`src/rbr_pkg.sv`:
```
package rbr_pkg;

  // table geometry
  localparam int unsigned MaxPoints = 16;
  localparam int unsigned NumChan   = 3;
  localparam int unsigned IdxW      = $clog2(MaxPoints);
  localparam int unsigned CntW      = $clog2(MaxPoints + 1);
  localparam int unsigned AddrW     = $clog2(NumChan * MaxPoints);

  // field widths
  localparam int unsigned StepW  = 16;
  localparam int unsigned LevelW = 8;
  localparam int unsigned PtsW   = 5;
  localparam int unsigned ChanW  = 2;
  localparam int unsigned SlotW  = 4;
  localparam int unsigned EntryW = StepW + LevelW;

  // divider widths
  localparam int unsigned ProdW   = StepW + LevelW;
  localparam int unsigned DivCntW = $clog2(ProdW);

  // stream word widths
  localparam int unsigned InDataW  = 48;
  localparam int unsigned InUserW  = 3;
  localparam int unsigned OutDataW = 24;

  // opcodes
  localparam logic OpQuery = 1'b0;
  localparam logic OpLoad  = 1'b1;

  // channel codes
  localparam logic [ChanW-1:0] ChRed   = 2'd0;
  localparam logic [ChanW-1:0] ChGreen = 2'd1;
  localparam logic [ChanW-1:0] ChBlue  = 2'd2;

  // configuration register indexes
  localparam logic [1:0] RegMaxStep    = 2'd0;
  localparam logic [1:0] RegPointsRed  = 2'd1;
  localparam logic [1:0] RegPointsGrn  = 2'd2;
  localparam logic [1:0] RegPointsBlue = 2'd3;

  // register reset values
  localparam logic [StepW-1:0] MaxStepRst = 16'hFFFF;
  localparam logic [PtsW-1:0]  PointsRst  = 5'd16;

  // sequencer states
  typedef enum logic [4:0] {
    ST_IDLE  = 5'b00001,
    ST_SCAN  = 5'b00010,
    ST_SETUP = 5'b00100,
    ST_DIV   = 5'b01000,
    ST_FIN   = 5'b10000
  } state_e;

  // one breakpoint
  typedef struct packed {
    logic [LevelW-1:0] level;
    logic [StepW-1:0]  step;
  } entry_t;

endpackage

```
`src/rgb_breakpoint_ramp.sv`:
```
// rgb_breakpoint_ramp: three-channel piecewise-linear level ramp.
// slave stream: tuser = {channel, opcode}; opcode load writes one breakpoint
// (slot, point_step, point_level) into the table of the given channel, a
// query evaluates red, green and blue at the word's step.
// master stream: one word per query with the three levels; loads give none.
// cfg port: write max_step (index 0) or points per channel (1..3) while idle.
// loads: a load leaves the block idle, so tready stays high and loads can
// follow back to back.
// a query runs the channels one after another through one table read port
// and one restoring divider: per channel a scan over the n table points in
// use, a setup step with the multiply, a divide over the 24 quotient bits
// (skipped when the segment is flat or of zero width) and a finish step;
// tready is low meanwhile.
// the result sits in an output register; a new word is taken while it waits,
// but the next query stalls in its last finish cycle until the word is taken.
// reset: max_step 65535, 16 points per channel; the breakpoint table is not
// cleared and must be loaded before it is queried.
module rgb_breakpoint_ramp (
  input  logic                          clk_i,
  input  logic                          rst_ni,
  // slave stream
  input  logic                          s_axis_tvalid,
  output logic                          s_axis_tready,
  // slot [3:0], point_step [19:4], point_level [27:20], step [43:28], zeros
  input  logic [rbr_pkg::InDataW-1:0]   s_axis_tdata,
  // opcode [0], channel [2:1]
  input  logic [rbr_pkg::InUserW-1:0]   s_axis_tuser,
  // master stream
  output logic                          m_axis_tvalid,
  input  logic                          m_axis_tready,
  // red_level [7:0], green_level [15:8], blue_level [23:16]
  output logic [rbr_pkg::OutDataW-1:0]  m_axis_tdata,
  // configuration write port
  input  logic                          cfg_we_i,
  input  logic [1:0]                    cfg_addr_i,
  input  logic [rbr_pkg::StepW-1:0]     cfg_wdata_i
);
  import rbr_pkg::*;

  // input field unpacking
  logic                opcode;
  logic [ChanW-1:0]    in_chan;
  logic [SlotW-1:0]    in_slot;
  logic [StepW-1:0]    in_pstep;
  logic [LevelW-1:0]   in_plevel;
  logic [StepW-1:0]    in_step;
  logic                accept;

  assign opcode    = s_axis_tuser[0];
  assign in_chan   = s_axis_tuser[2:1];
  assign in_slot   = s_axis_tdata[3:0];
  assign in_pstep  = s_axis_tdata[19:4];
  assign in_plevel = s_axis_tdata[27:20];
  assign in_step   = s_axis_tdata[43:28];

  state_e state_q, state_d;

  assign s_axis_tready = (state_q == ST_IDLE);
  assign accept        = s_axis_tvalid && s_axis_tready;

  // configuration registers
  logic [StepW-1:0] max_step_q;
  logic [PtsW-1:0]  points_q [NumChan];

  always_ff @(posedge clk_i or negedge rst_ni) begin
    if (!rst_ni) begin
      max_step_q <= MaxStepRst;
      for (int c = 0; c < int'(NumChan); c++) begin
        points_q[c] <= PointsRst;
      end
    end else if (cfg_we_i) begin
      case (cfg_addr_i)
        RegMaxStep:    max_step_q  <= cfg_wdata_i;
        RegPointsRed:  points_q[0] <= cfg_wdata_i[PtsW-1:0];
        RegPointsGrn:  points_q[1] <= cfg_wdata_i[PtsW-1:0];
        RegPointsBlue: points_q[2] <= cfg_wdata_i[PtsW-1:0];
        default: ;
      endcase
    end
  end

  // clamp a point count to 2..MaxPoints
  function automatic logic [CntW-1:0] clamp_pts(input logic [PtsW-1:0] p);
    logic [CntW-1:0] r;
    if (p < PtsW'(2)) begin
      r = CntW'(2);
    end else if (p > PtsW'(MaxPoints)) begin
      r = CntW'(MaxPoints);
    end else begin
      r = CntW'(p);
    end
    return r;
  endfunction

  // sequencer registers
  logic [ChanW-1:0]  ch_q;
  logic [CntW-1:0]   n_q;
  logic [CntW-1:0]   idx_q;
  logic [CntW-1:0]   didx_q;
  logic              dv_q;
  logic [StepW-1:0]  step_q;
  logic              is_zero_q;
  logic              is_max_q;
  entry_t            cur_q;
  entry_t            nxt_q;
  logic              nf_q;
  logic [StepW-1:0]  den_q;
  logic              neg_q;
  logic [ProdW-1:0]  quo_q;
  logic [StepW-1:0]  rem_q;
  logic [DivCntW-1:0] div_cnt_q;
  logic [LevelW-1:0] lvl_q [2];
  logic              m_valid_q;
  logic [OutDataW-1:0] m_data_q;

  // breakpoint table
  entry_t            mem [NumChan * MaxPoints];
  logic              wr_en;
  logic [AddrW-1:0]  waddr;
  logic              rd_en;
  logic [AddrW-1:0]  raddr;
  entry_t            rdata_q;

  assign wr_en = accept && (opcode == OpLoad) && (in_chan <= ChBlue)
                 && ({1'b0, in_slot} < (SlotW + 1)'(MaxPoints));
  assign waddr = AddrW'(in_chan) * AddrW'(MaxPoints) + AddrW'(in_slot);
  assign rd_en = (state_q == ST_SCAN) && (idx_q < n_q);
  assign raddr = AddrW'(ch_q) * AddrW'(MaxPoints) + AddrW'(idx_q[IdxW-1:0]);

  always_ff @(posedge clk_i) begin
    if (wr_en) begin
      mem[waddr] <= '{level: in_plevel, step: in_pstep};
    end
  end

  always_ff @(posedge clk_i) begin
    if (rd_en) begin
      rdata_q <= mem[raddr];
    end
  end

  // segment setup arithmetic
  logic signed [StepW:0] diff;
  logic signed [StepW:0] den_s;
  logic [StepW-1:0]      diff_mag;
  logic [LevelW-1:0]     dlev;
  logic                  flat;

  assign diff     = $signed({1'b0, step_q}) - $signed({1'b0, cur_q.step});
  assign den_s    = $signed({1'b0, nxt_q.step}) - $signed({1'b0, cur_q.step});
  assign diff_mag = diff[StepW] ? StepW'(-diff) : diff[StepW-1:0];
  assign dlev     = (nxt_q.level > cur_q.level) ? nxt_q.level - cur_q.level
                                                : cur_q.level - nxt_q.level;
  assign flat     = (cur_q.step == nxt_q.step) || (cur_q.level == nxt_q.level);

  // divider step
  logic [StepW:0] rem_sh;
  logic           ge;

  assign rem_sh = {rem_q, quo_q[ProdW-1]};
  assign ge     = rem_sh >= {1'b0, den_q};

  // final level with saturation
  logic signed [ProdW+1:0] res_s;
  logic [LevelW-1:0]       res;

  assign res_s = neg_q ? $signed({2'b00, ProdW'(cur_q.level)}) - $signed({2'b00, quo_q})
                       : $signed({2'b00, ProdW'(cur_q.level)}) + $signed({2'b00, quo_q});

  always_comb begin
    if (res_s < 0) begin
      res = '0;
    end else if (res_s > $signed((ProdW + 2)'(255))) begin
      res = '1;
    end else begin
      res = res_s[LevelW-1:0];
    end
  end

  logic fin_go;
  assign fin_go = (ch_q != ChBlue) || !m_valid_q || m_axis_tready;

  // next state
  always_comb begin
    state_d = state_q;
    case (state_q)
      ST_IDLE: begin
        if (accept && (opcode == OpQuery)) state_d = ST_SCAN;
      end
      ST_SCAN: begin
        if (idx_q >= n_q) state_d = ST_SETUP;
      end
      ST_SETUP: begin
        state_d = flat ? ST_FIN : ST_DIV;
      end
      ST_DIV: begin
        if (div_cnt_q == DivCntW'(ProdW - 1)) state_d = ST_FIN;
      end
      ST_FIN: begin
        if (fin_go) state_d = (ch_q == ChBlue) ? ST_IDLE : ST_SCAN;
      end
      default: state_d = ST_IDLE;
    endcase
  end

  always_ff @(posedge clk_i or negedge rst_ni) begin
    if (!rst_ni) begin
      state_q <= ST_IDLE;
      dv_q    <= 1'b0;
      ch_q    <= ChRed;
      idx_q   <= '0;
    end else begin
      state_q <= state_d;
      case (state_q)
        ST_IDLE: begin
          if (accept && (opcode == OpQuery)) begin
            ch_q  <= ChRed;
            idx_q <= '0;
          end
          dv_q <= 1'b0;
        end
        ST_SCAN: begin
          dv_q <= rd_en;
          if (rd_en) idx_q <= idx_q + CntW'(1);
        end
        ST_FIN: begin
          if (fin_go && (ch_q != ChBlue)) begin
            ch_q  <= ch_q + ChanW'(1);
            idx_q <= '0;
          end
          dv_q <= 1'b0;
        end
        default: dv_q <= 1'b0;
      endcase
    end
  end

  // query setup and per-channel point count
  always_ff @(posedge clk_i) begin
    if (accept && (opcode == OpQuery)) begin
      step_q    <= in_step;
      is_zero_q <= (in_step == '0);
      is_max_q  <= (in_step >= max_step_q);
      n_q       <= clamp_pts(points_q[0]);
    end else if ((state_q == ST_FIN) && fin_go && (ch_q != ChBlue)) begin
      n_q <= clamp_pts(points_q[ch_q + ChanW'(1)]);
    end
  end

  // segment search on the data of the previous read
  always_ff @(posedge clk_i) begin
    if (rd_en) didx_q <= idx_q;
    if (dv_q) begin
      if (is_zero_q) begin
        if (didx_q == CntW'(0)) cur_q <= rdata_q;
        if (didx_q == CntW'(1)) nxt_q <= rdata_q;
      end else if (is_max_q) begin
        if (didx_q == n_q - CntW'(1)) begin
          cur_q <= rdata_q;
          nxt_q <= rdata_q;
        end
      end else if (didx_q == CntW'(0)) begin
        // entry 0 is the fallback for both ends
        cur_q <= rdata_q;
        nxt_q <= rdata_q;
        nf_q  <= (rdata_q.step > step_q);
      end else begin
        if (rdata_q.step <= step_q) cur_q <= rdata_q;
        if ((rdata_q.step > step_q) && !nf_q) begin
          nxt_q <= rdata_q;
          nf_q  <= 1'b1;
        end
      end
    end
  end

  // multiply, then restoring divide one quotient bit a cycle
  always_ff @(posedge clk_i) begin
    case (state_q)
      ST_SETUP: begin
        den_q     <= den_s[StepW] ? StepW'(-den_s) : den_s[StepW-1:0];
        neg_q     <= diff[StepW] ^ den_s[StepW] ^ (nxt_q.level < cur_q.level);
        quo_q     <= flat ? '0 : ProdW'(diff_mag) * ProdW'(dlev);
        rem_q     <= '0;
        div_cnt_q <= '0;
      end
      ST_DIV: begin
        rem_q     <= ge ? StepW'(rem_sh - {1'b0, den_q}) : rem_sh[StepW-1:0];
        quo_q     <= {quo_q[ProdW-2:0], ge};
        div_cnt_q <= div_cnt_q + DivCntW'(1);
      end
      default: ;
    endcase
  end

  // per-channel results
  always_ff @(posedge clk_i) begin
    if ((state_q == ST_FIN) && (ch_q != ChBlue)) begin
      lvl_q[ch_q[0]] <= res;
    end
  end

  // output word register
  always_ff @(posedge clk_i or negedge rst_ni) begin
    if (!rst_ni) begin
      m_valid_q <= 1'b0;
    end else if ((state_q == ST_FIN) && (ch_q == ChBlue) && fin_go) begin
      m_valid_q <= 1'b1;
    end else if (m_axis_tready) begin
      m_valid_q <= 1'b0;
    end
  end

  always_ff @(posedge clk_i) begin
    if ((state_q == ST_FIN) && (ch_q == ChBlue) && fin_go) begin
      m_data_q <= {res, lvl_q[1], lvl_q[0]};
    end
  end

  assign m_axis_tvalid = m_valid_q;
  assign m_axis_tdata  = m_data_q;

  // checks
  a_onehot_state: assert property (@(posedge clk_i) disable iff (!rst_ni)
    $onehot(state_q))
    else $error("state register not one-hot");

  a_div_nonzero: assert property (@(posedge clk_i) disable iff (!rst_ni)
    (state_q == ST_DIV) |-> (den_q != '0))
    else $error("divide by zero segment width");

  a_read_in_range: assert property (@(posedge clk_i) disable iff (!rst_ni)
    dv_q |-> (didx_q < n_q))
    else $error("table read beyond points in use");

  a_chan_valid: assert property (@(posedge clk_i) disable iff (!rst_ni)
    (state_q != ST_IDLE) |-> (ch_q <= ChBlue))
    else $error("channel counter out of range");

  a_hold_result: assert property (@(posedge clk_i) disable iff (!rst_ni)
    ((state_q == ST_FIN) && (ch_q == ChBlue) && m_valid_q && !m_axis_tready)
      |=> (state_q == ST_FIN) && m_valid_q)
    else $error("result overwritten while output stalled");

endmodule

```
`config.mk`:
```
export PLATFORM = sky130hd
export DESIGN_NAME = rgb_breakpoint_ramp
export DESIGN_NICKNAME = d
export VERILOG_FILES = /design/src/rbr_pkg.sv /design/src/rgb_breakpoint_ramp.sv
export SDC_FILE = /design/constraint.sdc
export NUM_CORES = 2
export LEC_CHECK = 0
export ABC_AREA = 1
export BUFFER_PORTS_ARGS = -buffer_cell sky130_fd_sc_hd__clkbuf_2
export CORE_MARGIN = 3
export CORE_UTILIZATION = 50
export CTS_BUF_LIST = sky130_fd_sc_hd__clkbuf_2 sky130_fd_sc_hd__clkbuf_4 sky130_fd_sc_hd__clkbuf_8
export CTS_CLUSTER_DIAMETER = 30
export DETAILED_ROUTE_END_ITERATION = 10
export GPL_ROUTABILITY_DRIVEN = 1
export PLACE_DENSITY = 0.68
export SLEW_MARGIN = 20
export SYNTH_ARGS = -nofsm -noshare
export SYNTH_HDL_FRONTEND = slang
export SYNTH_SLANG_ARGS = --single-unit
export TNS_END_PERCENT = 50
```
`constraint.sdc`:
```
create_clock -name clk_i -period 6.75 [get_ports clk_i]
set_clock_uncertainty 0.2 [all_clocks]
set_input_delay 0 -clock clk_i [delete_from_list [all_inputs] [get_ports clk_i]]
set_output_delay 0 -clock clk_i [all_outputs]
set_load 0.01 [all_outputs]
```
# --- Word-level counts from Yosys, hierarchy flattened ---
# Memories as Yosys holds them, arrays and structs flattened. A register that Yosys moved wholly into a read port is not among the register bits.
# Cells that the tools add are included.
# W data, S select, Z words.
totals:
  regBits: 208
  ram_bits: 1168
  inputBits: 74
  mem_count: 2
mem_list:
  columns: ["memory", "words", "width", "read_ports", "rd_clocked_by_memory_dff", "wr", "line", "rtl"]
  rows:
  - ["mem", 48, 24, 1, 1, 1, "rgb_breakpoint_ramp.sv:117", "entry_t mem [NumChan * MaxPoints];"]
  - ["lvl_q", 2, 8, 2, 2, 1, "rgb_breakpoint_ramp.sv:112", "logic [LevelW-1:0] lvl_q [2];"]
classes:
  add_sub_neg: 15
  n_mul: 1
  n_lt_le_gt_ge: 16
  n_eq_ne: 24
  n_mux: 54
  bitwise_logic: 6
  n_reduce_logical: 38
ops:
  columns: ["cell", "n"]
  rows:
  - ["$mux W24", 12]
  - ["$mux W5", 16]
  - ["$mux W16", 3]
  - ["$pmux W24 S2", 1]
  - ["$sub A16 B16 Y17", 2]
  - ["$neg A16 Y16", 2]
  - ["$pmux W16 S2", 1]
  - ["$gt A26 B9 Y1 const B", 1]
  - ["$lt A26 B1 Y1 const B", 1]
  - ["$mux W26", 1]
  - ["$add A8 B24 Y25", 1]
  - ["$pmux W5 S5", 1]
  - ["$sub A8 B24 Y25", 1]
  - ["$mul A16 B8 Y24", 1]
  - ["$mux W8", 3]
  - ["$reduce_and A4 Y1", 5]
  - ["$ge A17 B16 Y1", 1]
  - ["$eq A16 B16 Y1", 1]
  - ["$ge A16 B16 Y1", 1]
  - ["$gt A16 B16 Y1", 1]
  - ["$le A16 B16 Y1", 1]
  - ["$logic_not A16 Y1", 1]
  - ["$sub A16 B16 Y16", 1]
  - ["$sub A8 B8 Y8", 2]
  - ["43 further kinds", 93]

# --- Longest topological paths before layout ---
logic_depth:
  ltp_word: 10
  depth_mapped: 38
  mapped_depth_nobuf: 38

# --- Worst setup path before layout ---
# No wires, ideal clock.
synth_timing:
  path_kind: "register to register"
  from: "register cur_q[17] in the netlist's numbering"
  to: "register quo_q[19], data pin"
  arrival_ns: 5.855
  required_ns: 6.285
  setup_slack_ns: 0.430
  path_stages_with_launch: 29
  path_buffers: 1
  path_cell_list: "edfxtp_1 inv_1 fa_1 inv_1 o21ai_0 nand2_1 nand3_1 nand2_1 mux2i_1 xor2_1 buf_4 nor2_1 fa_1 fa_1 fa_1 inv_1 fa_1 inv_1 ha_1 a21o_1 o21bai_1 a21oi_1 nand2_1 nand2_1 nand2_1 nand2_1 nand2_1 o21ai_0 o21ai_0"
synth_between:
  elab_chain_cells: 5
synth_lines:
  columns: ["element", "line", "rtl"]
  rows:
  - ["start: declaration", "rgb_breakpoint_ramp.sv:104", "entry_t cur_q;"]
  - ["start signal: assignment", "rgb_breakpoint_ramp.sv:255", "if (didx_q == CntW'(0)) cur_q <= rdata_q;"]
  - ["start signal: assignment", "rgb_breakpoint_ramp.sv:259", "cur_q <= rdata_q;"]
  - ["start signal: assignment", "rgb_breakpoint_ramp.sv:264", "cur_q <= rdata_q;"]
  - ["$sub A8 B8 Y8 (tied with other cells)", "rgb_breakpoint_ramp.sv:153", ": cur_q.level - nxt_q.level;"]
  - ["$mux W8", "rgb_breakpoint_ramp.sv:152", "assign dlev = (nxt_q.level > cur_q.level) ? nxt_q.level - cur_q.level"]
  - ["$mul A16 B8 Y24", "rgb_breakpoint_ramp.sv:283", "quo_q <= flat ? '0 : ProdW'(diff_mag) * ProdW'(dlev);"]
  - ["$mux W24 (*)", "rgb_breakpoint_ramp.sv:283", null]
  - ["$pmux W24 S2 (*)", "rgb_breakpoint_ramp.sv:279", "case (state_q)"]
  - ["end signal: assignment", "rgb_breakpoint_ramp.sv:283", null]
  - ["end signal: assignment", "rgb_breakpoint_ramp.sv:289", "quo_q <= {quo_q[ProdW-2:0], ge};"]
  - ["end: declaration", "rgb_breakpoint_ramp.sv:109", "logic [ProdW-1:0] quo_q;"]
# Mark *: on every way between the ends. The rest lies on a longest branch, timed or not.
# A chain may end at the register's enable or synchronous reset.

# --- Final worst setup path ---
layout_timing:
  from: "register step_q[0]"
  to: "register quo_q[18], data pin"
layout_between:
  elab_chain_cells: 6
layout_lines:
  columns: ["element", "line", "rtl"]
  rows:
  - ["start: declaration", "rgb_breakpoint_ramp.sv:101", "logic [StepW-1:0] step_q;"]
  - ["start signal: assignment", "rgb_breakpoint_ramp.sv:241", "step_q <= in_step;"]
  - ["$sub A16 B16 Y17 (*)", "rgb_breakpoint_ramp.sv:149", "assign diff = $signed({1'b0, step_q}) - $signed({1'b0, cur_q.step});"]
  - ["$neg A16 Y16", "rgb_breakpoint_ramp.sv:151", "assign diff_mag = diff[StepW] ? StepW'(-diff) : diff[StepW-1:0];"]
  - ["$mux W16 (*)", "rgb_breakpoint_ramp.sv:151", null]
  - ["$mul A16 B8 Y24 (*)", "rgb_breakpoint_ramp.sv:283", null]
  - ["$mux W24 (*)", "rgb_breakpoint_ramp.sv:283", null]
  - ["$pmux W24 S2 (*)", "rgb_breakpoint_ramp.sv:279", null]
# Marks and branches as above.

==> flow_metrics.py <==
metrics = {
    "outcome": {
        "status": "finished, final reports clean",
    },
    "power": {
        "fin_total_pwr_uw": 44370,
        "p_leak_uw": 0.02826,
        "power.density_nw_per_um2": 580.5,
        "vdd_drop_max_uv": 1819,
    },
    "drt": {
        "ant_nets": 0,
        "first_iter_violations": 4704,
        "via_per_inst": 5.836,
        "first_pass_iters": 6,
        "vias": 46930,
        "wire_per_inst_um": 22.53,
        "routed_wl_um": 181100,
        "drc": 0,
    },
    "sta": {
        "min_period_over_period_pct": 96.63,
        "setup_slack_ns": 0.2272,
        "finalSetupViolCount": 0,
        "worstMarginPinSlew_ns": 1.152,
        "rsz0062_at_grt": "true",
        "min_period_ns": 6.523,
        "hold_viol_final": 0,
        "holdWs_ns": 0.1257,
        "slew_violations": 0,
        "fmax_mhz": 153.3,
        "maxSlewHeadroom_pct": 23.23,
    },
    "yosys": {
        "synth.net_count": 6029,
        "ys_seq_area_share_pct": 64.76,
        "synthCells": 5698,
        "ys_top_cells_by_area": "edfxtp_1 (63%), o21ai_0 (5.3%), nor2_1 (5.0%)",
        "synth.most_common_cell": "edfxtp_1",
        "yosysTopAreaCell": "edfxtp_1",
        "synth_warnings": 0,
        "ys_ff_latch": 1400,
        "netlist.area_leader.share_pct": 62.98,
        "synthTopCellsByCount": "edfxtp_1 (1,355), nor2_1 (853), nand2_1 (720)",
        "syn_area_um2": 64600,
        "synth_edf_count": 1355,
        "avgSynthCellArea_um2": 11.34,
        "synth_flop_cell": "edfxtp_1",
        "async_flop_share_pct": 3.214,
        "synth_cell_type_count": 57,
    },
    "min_path": {
        "hold_class": "primary input to register",
    },
    "floorplan": {
        "rows": 131,
        "ios": 100,
        "core_area_um2": 127800,
        "chipWidth_um": 365.5,
        "start_util_pct": 50.53,
        "dieHeight_um": 365.5,
        "die_area_um2": 133600,
    },
    "grt": {
        "antenna_found_initial": 3,
        "grt_pass1_vias": 46290,
        "grt_pass1_wl_um": 272800,
        "overflow": 0,
        "grt_usage_pct": 26.93,
        "grt_max_degree": 163,
    },
    "cells_and_area": {
        "final_nets": 6501,
        "utilization_pct": 59.78,
        "fillers": 10110,
        "drive_gt1_share_pct": 16.48,
        "synthToLayoutAreaGrowth_pct": 18.30,
    },
    "placement": {
        "post-dp-hpwl_um": 106500,
        "place_ws_ns": 0.02646,
        "io_buffers": 95,
        "finalWeightedCongestion": 0.9171,
    },
    "cts": {
        "path_clk_slew_ns": 0.06,
        "htree_levels": 5,
        "clockBufferDepth": 4,
        "cts-root-buf": "clkbuf_8",
        "numCtsBuffers": 298,
        "clock-sinks": 1400,
        "cts_tree": "yes",
        "worstSkewPairLatency_ns": 0.97,
    },
    "setup_path": {
        "end_kind": "register",
        "crit_path_start_kind": "register",
        "max_stage_delay_ns": 0.54,
        "crit_arrival_ns": 6.93,
        "critical_path_class": "register to register",
        "crit_required_ns": 7.16,
        "cp_max_fo": 4,
        "cp_slowest_cell": "fa_2",
    },
    "job": {
        "maxCapViolCount": 0,
    },
}
==> report_power, final <==
group          switching [uW]  internal [uW]
Combinational           14200           9870
Clock                    3700           5780
Sequential                358          10400
==> critical path: cells and delay by family, from the launching register on <==
kind / cells / cell delay, ns
buffers and inverters: 7 / 0.56
AND/OR/NAND/NOR: 11 / 1.06
adder cells (fa/ha/maj): 7 / 2.87
AO/OA/AOI/OAI: 6 / 0.94
flip-flops: 1 / 0.38
XOR/XNOR: 1 / 0.17
==> area by class of cell <==
| class | count | area (um^2) | area share, % |
|---|---|---|---|
| Antenna cell | 3 | 7.507 | 0.009822 |
| Multi-Input combinational cell | 3572 | 20930 | 27.38 |
| Tap cell | 1662 | 2079 | 2.721 |
| Clock buffer | 352 | 4563 | 5.970 |
| Clock inverter | 154 | 1640 | 2.146 |
| Inverter | 453 | 1728 | 2.261 |
| Sequential cell | 1400 | 41850 | 54.76 |
| Timing Repair Buffer | 445 | 3630 | 4.749 |
==> layout by cell type (no fill, tap or decap), types with 153 or more instances in the layout <==
cell      synthesis  layout
edfxtp_1       1355    1355
nor2_1          853     775
nand2_1         720     677
o21ai_0         681     667
inv_1           444     426
clkbuf_8          0     307
nand3_1         239     226
buf_4             2     186
o22ai_1         183     183
a21oi_1         174     153
==> final timing paths <==
kind                                        from  cells after the start                    to  slack [ns]
max                          step_q[0]$_DFFE_PP_                     32   quo_q[18]$_DFFE_PP_        0.23
min                             s_axis_tdata[13]                      2  mem[39][9]$_DFFE_PP_        0.13
max reg2reg                  step_q[0]$_DFFE_PP_                     32   quo_q[18]$_DFFE_PP_        0.23
min reg2reg                rdata_q[17]$_DFFE_PP_                      0   nxt_q[17]$_DFFE_PP_        0.21
max in group asynchronous                 rst_ni                      6  idx_q[1]$_DFFE_PN0P_        4.57
min in group asynchronous                 rst_ni                      5   ch_q[1]$_DFFE_PN0P_        0.60
==> stage by stage <==
| stage | setup TNS [ns] | instances | cell area (um^2) |
|---|---|---|---|
| 6_report | 0 | 8041 | 76430 |
| 5_1_grt | -0.2891 | 8040 | 76430 |
| 4_1_cts | -0.008593 | 8005 | 75340 |
| 3_5_place_dp | 0 | 7355 | 67670 |
| 3_3_place_gp | 0 | 7355 | 67670 |
| 2_1_floorplan | 0 | 5698 | 64600 |
==> sequential cells by signal, summed over array words and instances, names as in the netlist, 2 cells and up <==
signal,count
step_q,16
mem,1152
didx_q,5
n_q,5
idx_q,5
max_step_q,16
nxt_q,24
div_cnt_q,5
cur_q,24
rem_q,16
rdata_q,24
points_q,15
den_q,16
quo_q,24
state_q,5
ch_q,2
m_axis_tdata,24
lvl_q,16
==> layer usage <==
metal	GRT usage [%]	wire length [um]
met5	0	13
met4	12.72	8211
met3	4.568	14930
met2	44.28	87120
met1	35.03	70860
==> cell families after synthesis <==
group / after synthesis / share of synthesized area, %
and+or+nand+nor: 1946 / 12.26
DFF: 1400 / 64.76
AOI/OAI and AO/OA: 1294 / 11.62
buffers and inverters: 726 / 4.274
adders and majority gates: 257 / 6.035
xor gates and xnor gates: 73 / 1.013
muxes: 2 / 0.03099
==> repair_timing <==
action,4_1_cts,5_1_grt
setup endpoints to repair,5,16
hold buffers,144,2
hold endpoints to repair,2444,39
pin swaps,0,92
buffers inserted,0,30
gates resized for setup,5,224
(Power assumes the default switching activity.)
